--- src/rtl/core/rfo_pkg.sv ---
// Shared types, codes and defaults for the rectangle rasterizer.
package rfo_pkg;

   // Default parameter values
   localparam int MAX_SIDE_DEF  = 256;
   localparam int FRAC_BITS_DEF = 8;

   // Field widths fixed by the interface
   localparam int COORD_W = 20;
   localparam int SIZE_W  = 9;
   localparam int CODE_W  = 8;
   localparam int POS_W   = 8;

   // Operation codes
   typedef logic [1:0] op_type;
   localparam op_type OP_CLEAR = 2'd0;
   localparam op_type OP_DRAW  = 2'd1;
   localparam op_type OP_READ  = 2'd2;
   localparam op_type OP_NONE  = 2'd3;

   // Configuration register indexes
   typedef logic [1:0] csr_idx_type;
   localparam csr_idx_type CSR_CANVAS_WIDTH  = 2'd0;
   localparam csr_idx_type CSR_CANVAS_HEIGHT = 2'd1;
   localparam csr_idx_type CSR_FILL_CODE     = 2'd2;

   // Configuration reset values
   localparam logic [SIZE_W-1:0] CANVAS_SIDE_RST = 9'd1;
   localparam logic [CODE_W-1:0] FILL_CODE_RST   = 8'd32;

   // Request transaction
   typedef struct packed {
      op_type                     op;
      logic signed [COORD_W-1:0]  rect_left;
      logic signed [COORD_W-1:0]  rect_top;
      logic signed [COORD_W-1:0]  rect_wide;
      logic signed [COORD_W-1:0]  rect_tall;
      logic                       solid;
      logic [CODE_W-1:0]          ink;
      logic [POS_W-1:0]           read_col;
      logic [POS_W-1:0]           read_row;
   } req_type;

   // Response transaction
   typedef struct packed {
      logic [CODE_W-1:0] pixel;
      logic              status;
   } rsp_type;

   // Controller to datapath commands
   typedef struct packed {
      logic load;      // capture request and canvas size
      logic rd_en;     // read one canvas pixel
      logic step;      // visit one pixel of the sweep
      logic rsp_load;  // capture the response payload
   } cmd_type;

   // Datapath to controller status
   typedef struct packed {
      op_type op;
      logic   reject;
      logic   last;
   } sts_type;

endpackage

--- src/rtl/core/rfo_ctrl.sv ---
// Controller state machine for the rectangle rasterizer.
module rfo_ctrl
   import rfo_pkg::*;
(
   input  logic    clock,
   input  logic    reset,
   input  logic    req_valid,
   output logic    req_stall,
   output logic    rsp_valid,
   input  logic    rsp_stall,
   input  sts_type sts,
   output cmd_type cmd
);

   typedef enum logic [1:0] {
      ST_IDLE,
      ST_DECODE,
      ST_SWEEP,
      ST_DONE
   } state_type;

   state_type state_ff, state_in;
   logic      rsp_valid_ff, rsp_valid_in;
   logic      rsp_free;

   assign req_stall = (state_ff != ST_IDLE);
   assign rsp_valid = rsp_valid_ff;
   assign rsp_free  = !rsp_valid_ff || !rsp_stall;

   // Sequence one transaction at a time
   always_comb begin
      state_in     = state_ff;
      rsp_valid_in = rsp_valid_ff && rsp_stall;
      cmd          = '0;
      case (state_ff)
         ST_IDLE: begin
            if (req_valid) begin
               cmd.load = 1'b1;
               state_in = ST_DECODE;
            end
         end
         ST_DECODE: begin
            case (sts.op)
               OP_CLEAR: state_in = ST_SWEEP;
               OP_DRAW:  state_in = sts.reject ? ST_DONE : ST_SWEEP;
               OP_READ: begin
                  cmd.rd_en = 1'b1;
                  state_in  = ST_DONE;
               end
               default:  state_in = ST_DONE;
            endcase
         end
         ST_SWEEP: begin
            cmd.step = 1'b1;
            if (sts.last) begin
               state_in = ST_DONE;
            end
         end
         ST_DONE: begin
            if (rsp_free) begin
               cmd.rsp_load = 1'b1;
               rsp_valid_in = 1'b1;
               state_in     = ST_IDLE;
            end
         end
         default: state_in = ST_IDLE;
      endcase
   end

   // Hold state and response valid
   always_ff @(posedge clock) begin
      if (reset) begin
         state_ff     <= ST_IDLE;
         rsp_valid_ff <= 1'b0;
      end else begin
         state_ff     <= state_in;
         rsp_valid_ff <= rsp_valid_in;
      end
   end

endmodule

--- config.mk ---
export PLATFORM = sky130hd
export DESIGN_NAME = rfo_ctrl
export DESIGN_NICKNAME = d
export VERILOG_FILES = /design/src/rtl/core/rfo_pkg.sv /design/src/rtl/core/rfo_ctrl.sv
export SDC_FILE = /design/constraint.sdc
export NUM_CORES = 1
export LEC_CHECK = 0
export BUFFER_PORTS_ARGS = -buffer_cell sky130_fd_sc_hd__buf_2
export CORE_AREA = 2 2 39 41
export DETAILED_ROUTE_END_ITERATION = 16
export DIE_AREA = 0 0 41 43
export MAX_ROUTING_LAYER = met4
export PLACE_DENSITY = 0.38
export SETUP_SLACK_MARGIN = 0.15
export SLEW_MARGIN = 20
export SYNTH_ARGS = -nofsm -noshare
export SYNTH_HDL_FRONTEND = slang
export SYNTH_SLANG_ARGS = --single-unit
--- constraint.sdc ---
create_clock -name clock -period 1.8 [get_ports clock]
set_clock_uncertainty 0.2 [all_clocks]
set_input_delay 0.18 -clock clock [delete_from_list [all_inputs] [get_ports clock]]
set_output_delay 0.18 -clock clock [all_outputs]
set_load 0.005 [all_outputs]
; ---- After elaboration in Yosys (flattened, before gate mapping)
; Cells that the tools add are included.
[totals]
ff_bits = 3
latch_bits = 0
ramBits = 0
romBits = 0
in_bits = 8
out_inout_bits = 6
wordCells = 33
mem_count = 0
[op_classes]
add_sub_neg = 0
mul = 0
n_div = 0
magnitude_cmp = 0
n_eq_ne = 8
shift = 0
mux = 15
n_bitwise = 0
reduce_logical = 8
[ops]
columns = cell, n
row1 = $mux 1, 10
row2 = $pmux 2 s4, 1
row3 = $eq 2x2->1 const B, 3
row4 = $mux 2, 3
row5 = $ne 2x2->1 const B, 3
row6 = $eq 2x1->1 const B, 2
row7 = $logic_not 2->1, 2
row8 = $reduce_and 3->1, 1
row9 = $logic_not 1->1, 2
row10 = $pmux 1 s2, 1
row11 = $reduce_bool 2->1, 1
row12 = $logic_and 1x1->1, 1
row13 = $logic_or 1x1->1, 1

; ---- Logic depth before layout (Yosys ltp)
; Gate-level depths: netlist of run 1.
[depth]
word_depth = 4
mapped_depth = 5
ltp_nobuf = 5

; ---- Worst setup path before layout of run 1
; No wires, ideal clock.
[synth_path]
path_kind = register -> register
startpoint = register state_ff[0]
endpoint = register state_ff[1]
setup_ps = 70
arrival_ps = 1413
required_time_ps = 1530
setup_slack_ps = 118
stages_incl_launch_ff = 6
n_path_buf = 0
period_less_slack_ps = 1682
path_cell_list = dfxtp_1 inv_1 ha_1 and2b_4 or4b_1 a21oi_1
[synth_between]
elab_chain_cells = 3
elab_cells_between_ends = 9
cone_classes = 6 x eq/ne / 1 x mux / 2 x reduce/logical
[synth_lines]
columns = element, line
row1 = start: declaration, rfo_ctrl.sv:22  ; state_type state_ff, state_in;
row2 = start signal: assignment, rfo_ctrl.sv:76  ; state_ff <= state_in;
row3 = $eq 2x2->1 / $logic_not 2->1 (equally long branches), rfo_ctrl.sv:35  ; case (state_ff)
row4 = $ne 2x2->1 (no line), -
row5 = $reduce_and 3->1 (no line), -
; Several ways; a longest one is shown, not always the timed one.
; A chain may end at the register's enable or synchronous reset.

; ---- Worst setup path in the final report of run 1
[layout_path]
startpoint = register state_ff[1]
endpoint = register state_ff[1]
; Same word-level chain as after synthesis.

==> results of run 1 <==
power by group through the flow:
stage | Sequential [mW] | Clock [mW] | Combinational [mW]
4_1_cts | 0.133 | 0.125 | 0.346
6_report | 0.136 | 0.116 | 0.398
5_1_grt | 0.142 | 0.125 | 0.446
2_1_floorplan | 0.116 | 0 | 0.162
3_5_place_dp | 0.122 | 0 | 0.235
3_3_place_gp | 0.124 | 0 | 0.243
logic make-up (layout without fill, tap and decap cells):
family | count (synthesis) | after routing | share of synthesized area [%]
AO/OA/AOI/OAI | 8 | 8 | 21.89
adder cells (fa/ha/maj) | 5 | 5 | 24.88
buffers and inverters | 3 | 25 | 4.477
flip-flops | 3 | 3 | 23.88
AND/OR/NAND/NOR | 10 | 10 | 24.88
state kept, by name, summed over array words and instances (netlist names):
register   count
state_ff       2
rsp_valid      1
critical path, delay by kind of cell, from the launching register on:
| family | cells | cell delay, ns |
|---|---|---|
| adder cells (fa/ha/maj) | 1 | 0.16 |
| AO/OA/AOI/OAI | 1 | 0.13 |
| flip-flops | 1 | 0.35 |
| AND/OR/NAND/NOR | 2 | 0.61 |
| buffers and inverters | 1 | 0.14 |
what timing repair did:
| action | 4_1_cts | 5_1_grt |
|---|---|---|
| hold buffers | 1 | 0 |
| setup buffers | 3 | 1 |
| setup endpoints to repair | 2 | 2 |
| hold endpoints to repair | 2 | 0 |
| pin swaps | 1 | 1 |
| gates resized for setup | 14 | 3 |
how the worst max path moves through the flow:
stage,startpoint,end,slack (ns),depth (start not counted)
6_report,state_ff[1]$_SDFFE_PP0P_,state_ff[1]$_SDFFE_PP0P_,0.13,5
5_1_grt,state_ff[1]$_SDFFE_PP0P_,state_ff[1]$_SDFFE_PP0P_,0.09,5
4_1_cts,state_ff[0]$_SDFFE_PP0P_,state_ff[1]$_SDFFE_PP0P_,0.12,5
3_5_place_dp,state_ff[1]$_SDFFE_PP0P_,state_ff[1]$_SDFFE_PP0P_,0.04,5
3_3_place_gp,state_ff[1]$_SDFFE_PP0P_,state_ff[1]$_SDFFE_PP0P_,0.001,5
2_1_floorplan,state_ff[1]$_SDFFE_PP0P_,state_ff[1]$_SDFFE_PP0P_,0.17,5
metal layers:
metal / up-vias / wire, um / global-route usage, %
li1: 147 / - / -
met1: 128 / 210 / 8.626
met2: 8 / 354 / 11.56
met3: 0 / 40 / 1.571
met4: 0 / 0 / 6.000
met5: - / 0 / -
cell usage after synthesis:
cell type	count
nor2_1	2
o32ai_1	1
nor2b_1	1
and3_1	1
or3_1	1
a21boi_0	1
or4b_1	1
nand2_1	1
a2111oi_0	1
and2_1	1
nand2b_1	1
and2b_4	1
inv_1	3
a21o_1	1
o31ai_1	1
a21oi_1	3
dfxtp_1	3
ha_1	5
layout make-up:
cell class / instances / area [sq um]
fill: 153 / 909.6
sequential: 3 / 67.56
timing repair buffer: 18 / 105.1
multi-input combinational: 23 / 241.5
tap: 16 / 20.02
clock buffer: 4 / 26.28
inverter: 3 / 13.76
==> results_dict.tcl, run 1 <==
set metrics [dict create \
    worst_ep_required_time_ns 1.76 \
    hold_depth 3 \
    placed_area_sq_um 339.1 \
    cts.sinks 3 \
    die_area_sq_um 1763 \
    status "completed" \
    slew_viol_final 0 \
    end_kind "flop" \
    holdCritStartpoint "rsp_stall" \
    min_to "rsp_valid$_SDFF_PP0_" \
    drive_above_1_share_pct 66.67 \
    setup_viol_count_final 0 \
    combinationalPowerShare_pct 61.2 \
    drc 0 \
    die_y_um 43 \
    synthCells 29 \
    final_util_pct 34.27 \
    synth_area_leaders "ha_1, dfxtp_1, a21oi_1" \
    p_int_mw 0.4191 \
    crit_type "flop to flop" \
    layout_common_cells "buf_2, buf_4, clkbuf_4" \
    syn_area_sq_um 251.5 \
    root_buffer "clkbuf_4" \
    clkPwrFrac_pct 17.9 \
    clock_path_buffers 2 \
    port_buffers 13 \
    clk_latency_ns 0.23 \
    layout_min_cycle_time_ns 1.670 \
    wl_um 605 \
    finalCritPeriodShare_pct 92.76 \
    finalInstanceArea_sq_um 474.2 \
    area_growth_pct 88.56 \
    cp_cell_sequence "buf_4 > ha_2 > nor2b_4 > or4b_4 > a21oi_2" \
    r2r-start "state_ff[1]$_SDFFE_PP0P_" \
    core_sq_um 1384 \
    finalSetupTns_ns 0 \
    pre_cts_ws_ns 0.04413 \
    layout_commonest_cell "buf_2" \
    n_antenna_cell 0 \
    critPathMaxFanout 4 \
    peakVddDrop_v 0.0005316 \
    whs_ns 0.01202 \
    hold_viol_final 0 \
    r2r_cells 5 \
    cts_inserted_buffers 3 \
    grt_usage_pct 7.803 \
    r2r-end "state_ff[1]$_SDFFE_PP0P_" \
    relSlewSlack_pct 77.82 \
    routedWlPerCell_um 9.030 \
    grt_max_degree 5 \
    yosys.area.top_type "ha_1" \
    cts_tree "built" \
    rrSetupSlack_ns 0.13 \
    switching_share_pct 35.54 \
    worstSetupStartpointType "flop" \
    avgSynthCellArea_sq_um 8.672 \
    drt_iter0_drc 0 \
    p_leak_nw 0.2221 \
    clk_pin_slew_ns 0.04 \
    dp_cells 58 \
    maxCapViolCount 0 \
    start_util_pct 18.17 \
    powerDensity_nw_per_um2 1371 \
    p_total_mw 0.6502 \
    arrival_ns 1.63 \
    fp-row-count 14 \
    cpPeakStageDelay_ns 0.48 \
    globalplace.congestion 0.6498 \
    critical_path.slowest_cell "or4b_4" \
    via_per_inst 4.224 \
    grt-ovfl-total 0 \
    pwr-share-seq_pct 20.9 \
    ios 14 \
    grt_pass1_vias 229 \
    detail-route-antenna-nets 0 \
    die_w_um 41 \
    setup_ws_ns 0.1304 \
    synth_top_area_share_pct 24.88 \
    fin_cells 67 \
    ys_seq_elements 3 \
    synth-seq-area-share_pct 23.88 \
    fin_nets 65 \
    vias 283 \
    hp-class "input pin to flop" \
    grt_pass1_wl_um 876 \
    cts-htree-levels 1 \
    power.net_switching_mw 0.2311 \
    firstDrtPassIters 1 \
    antenna_found_initial 0 \
    synth.net_count 42 \
    clock.fmax_mhz 598.9 \
    tightest_slew_ns 0.3321 \
    yosys_warnings 0 \
    rsz0062_at_grt "yes" \
    synth_cell_types 18 \
]
Note: power is estimated with default switching activity, not from simulation.
==> run 2, diff against run 1 <==
- ABC_AREA: not set -> 1
- PLACE_DENSITY: 0.38 -> 0.39
==> run 2 against run 1 <==
Against the previous run: routed wire length decreased by 22%; final cell count increased by 7.5%; utilization decreased by 6.2 points; sequential share of layout area increased by 1.2 points; critical endpoint is now cmd[3]; largest power group unchanged.
==> results_dict.tcl, run 2 <==
set metrics [dict create \
    status "completed" \
    postCtsSetupRepairBufs 0 \
    yosys.cell_count.top_type "nand2_1" \
    r2r_cells 8 \
    largest_reg_flops 2 \
    layout_common_cells "buf_2, nand2_1, inv_1, ha_1" \
    slew_viol_final 0 \
    finalCritPeriodShare_pct 86.23 \
    grt-ovfl-total 0 \
    top_register "state_ff" \
    clock.fmax_mhz 644.2 \
    drc 0 \
    dp_cells 67 \
    routedWlPerCell_um 6.528 \
    critPathMaxFanout 5 \
    start_util_pct 19.26 \
    syn_area_sq_um 266.5 \
    final_util_pct 28.03 \
    worst_ep_required_time_ns 1.42 \
    core_sq_um 1384 \
    fin_cells 72 \
    r2r-start "state_ff[0]$_SDFFE_PP0P_" \
    place_hpwl_um 392.9 \
    netlist_top_cells_count "nand2_1, inv_1, ha_1" \
    vias 277 \
    grt_pass1_wl_um 779 \
    synth_area_leaders "ha_1, dfxtp_1, nand2_1" \
    switching_share_pct 41.41 \
    rsz0062_at_grt "no" \
    pwr-share-seq_pct 23.4 \
    setup_viol_count_final 0 \
    cts_tree "built" \
    placed_area_sq_um 351.6 \
    detail-route-antenna-nets 0 \
    synth.net_count 51 \
    avgSynthCellArea_sq_um 7.013 \
    clkPwrFrac_pct 23.6 \
    rrSetupSlack_ns 0.36 \
    wl_um 470 \
    finalSetupTns_ns 0 \
    clock_path_buffers 2 \
    hp-class "input pin to flop" \
    synthCells 38 \
    cts-htree-levels 1 \
    finalInstanceArea_sq_um 387.9 \
    synth-seq-area-share_pct 22.54 \
    die_area_sq_um 1763 \
    cts.sinks 3 \
    holdCritStartpoint "rsp_stall" \
    hold_depth 3 \
    maxCapViolCount 0 \
    p_leak_nw 0.2203 \
    yosys.area.top_type "ha_1" \
    globalplace.congestion 0.6395 \
    async_reset_ff_share_pct 0 \
    cts_inserted_buffers 3 \
    min_to "rsp_valid$_SDFF_PP0_" \
    die_w_um 41 \
    relSlewSlack_pct 88.94 \
    worstSetupStartpointType "flop" \
    p_int_mw 0.2958 \
    firstDrtPassIters 4 \
    arrival_ns 1.17 \
    p_total_mw 0.5049 \
    layout_min_cycle_time_ns 1.552 \
    grt_max_degree 6 \
    layout_commonest_cell "buf_2" \
    grt_pass1_vias 245 \
    antenna_found_initial 0 \
    nFillCells 165 \
    combinationalPowerShare_pct 53.0 \
    fin_nets 70 \
    end_kind "output pin" \
    grt_usage_pct 6.783 \
    hold_viol_final 0 \
    peakVddDrop_v 0.0002685 \
    ios 14 \
    r2r-end "state_ff[0]$_SDFFE_PP0P_" \
    die_y_um 43 \
    via_per_inst 3.847 \
    port_buffers 13 \
    root_buffer "clkbuf_4" \
    tightest_slew_ns 0.1656 \
    drt_iter0_drc 4 \
    synth_edf_count 0 \
    area_growth_pct 45.54 \
    yosys_warnings 0 \
    fp-row-count 14 \
    ys_seq_elements 3 \
    drive_above_1_share_pct 37.50 \
    synth_cell_types 11 \
    n_antenna_cell 0 \
    clk_latency_ns 0.23 \
    synth_ff_type "dfxtp_1" \
    power.net_switching_mw 0.2091 \
    powerDensity_nw_per_um2 1302 \
    clk_pin_slew_ns 0.04 \
    synth_top_area_share_pct 23.47 \
    crit_type "flop to output pin" \
]
[run 2: cell count changes after synthesis, moves of 2 or more]
cell     change
inv_1        +5
nand2_2      +2
nand2_1      +9
nor2_4       +2
[run 2: logic make-up (layout without fill, tap and decap cells)]
logic type / count (synthesis) / in the layout / share of synthesized area (%)
buf+inv: 8 / 26 / 11.27
simple gates: 16 / 16 / 30.05
flops: 3 / 3 / 22.54
fa+ha+maj: 5 / 5 / 23.47
compound gates: 6 / 6 / 12.67
[run 2: power by group through the flow]
stage / Clock [mW] / Combinational, mW / Sequential (mW)
2_1_floorplan: 0 / 0.194 / 0.114
3_3_place_gp: 0 / 0.278 / 0.122
3_5_place_dp: 0 / 0.271 / 0.120
4_1_cts: 0.123 / 0.274 / 0.119
5_1_grt: 0.131 / 0.317 / 0.122
6_report: 0.119 / 0.268 / 0.118
[run 2: what timing repair did]
item                                   CTS  global route
resized for setup                        0             0
hold buffers                             1             0
endpoints found under the hold margin    3             0
[run 2: how the worst max path moves through the flow]
stage                                   startpoint                        to  slack, ns
after floorplan           state_ff[0]$_SDFFE_PP0P_  state_ff[0]$_SDFFE_PP0P_       0.44
after global placement    state_ff[0]$_SDFFE_PP0P_  state_ff[0]$_SDFFE_PP0P_       0.33
after detailed placement  state_ff[0]$_SDFFE_PP0P_  state_ff[0]$_SDFFE_PP0P_       0.35
after CTS                 state_ff[0]$_SDFFE_PP0P_                    cmd[3]       0.24
after global routing      state_ff[0]$_SDFFE_PP0P_                    cmd[3]       0.18
final                     state_ff[0]$_SDFFE_PP0P_                    cmd[3]       0.25
[run 2: area by class of cell]
cell class              count  area (sq um)  area share [%]
multi-input cells          27         176.4           45.48
well taps                  16         20.02           5.161
repair buffers             14         75.07           19.35
inverters                   8         30.03           7.742
clock buffers               4         26.28           6.774
flip-flops and latches      3         60.06           15.48
[run 2: critical path: stages, from the launching register on]
cell	delay (ns)
dfxtp_1	0.39
inv_1	0.10
ha_1	0.23
nand2_1	0.07
inv_1	0.03
buf_2	0.11
[run 2: stage by stage]
stage | setup WS [ns] | hold WS (ns)
6_report | 0.2478 | 0.04465
5_1_grt | 0.1827 | 0.07862
4_1_cts | 0.2443 | 0.04283
3_5_place_dp | 0.3523 | 0.1795
3_3_place_gp | 0.3288 | 0.1808
2_1_floorplan | 0.4375 | 0.04244
[run 2: layer usage]
metal | share of wire, % | wire length, um | track usage [%] | vias to the layer above
met2 | 53 | 248 | 11.25 | 7
met5 | 0 | 0 | - | -
li1 | - | - | - | 151
met4 | 4.0 | 19 | 8.000 | 0
met3 | 4.5 | 21 | 0 | 2
met1 | 39 | 182 | 5.769 | 117
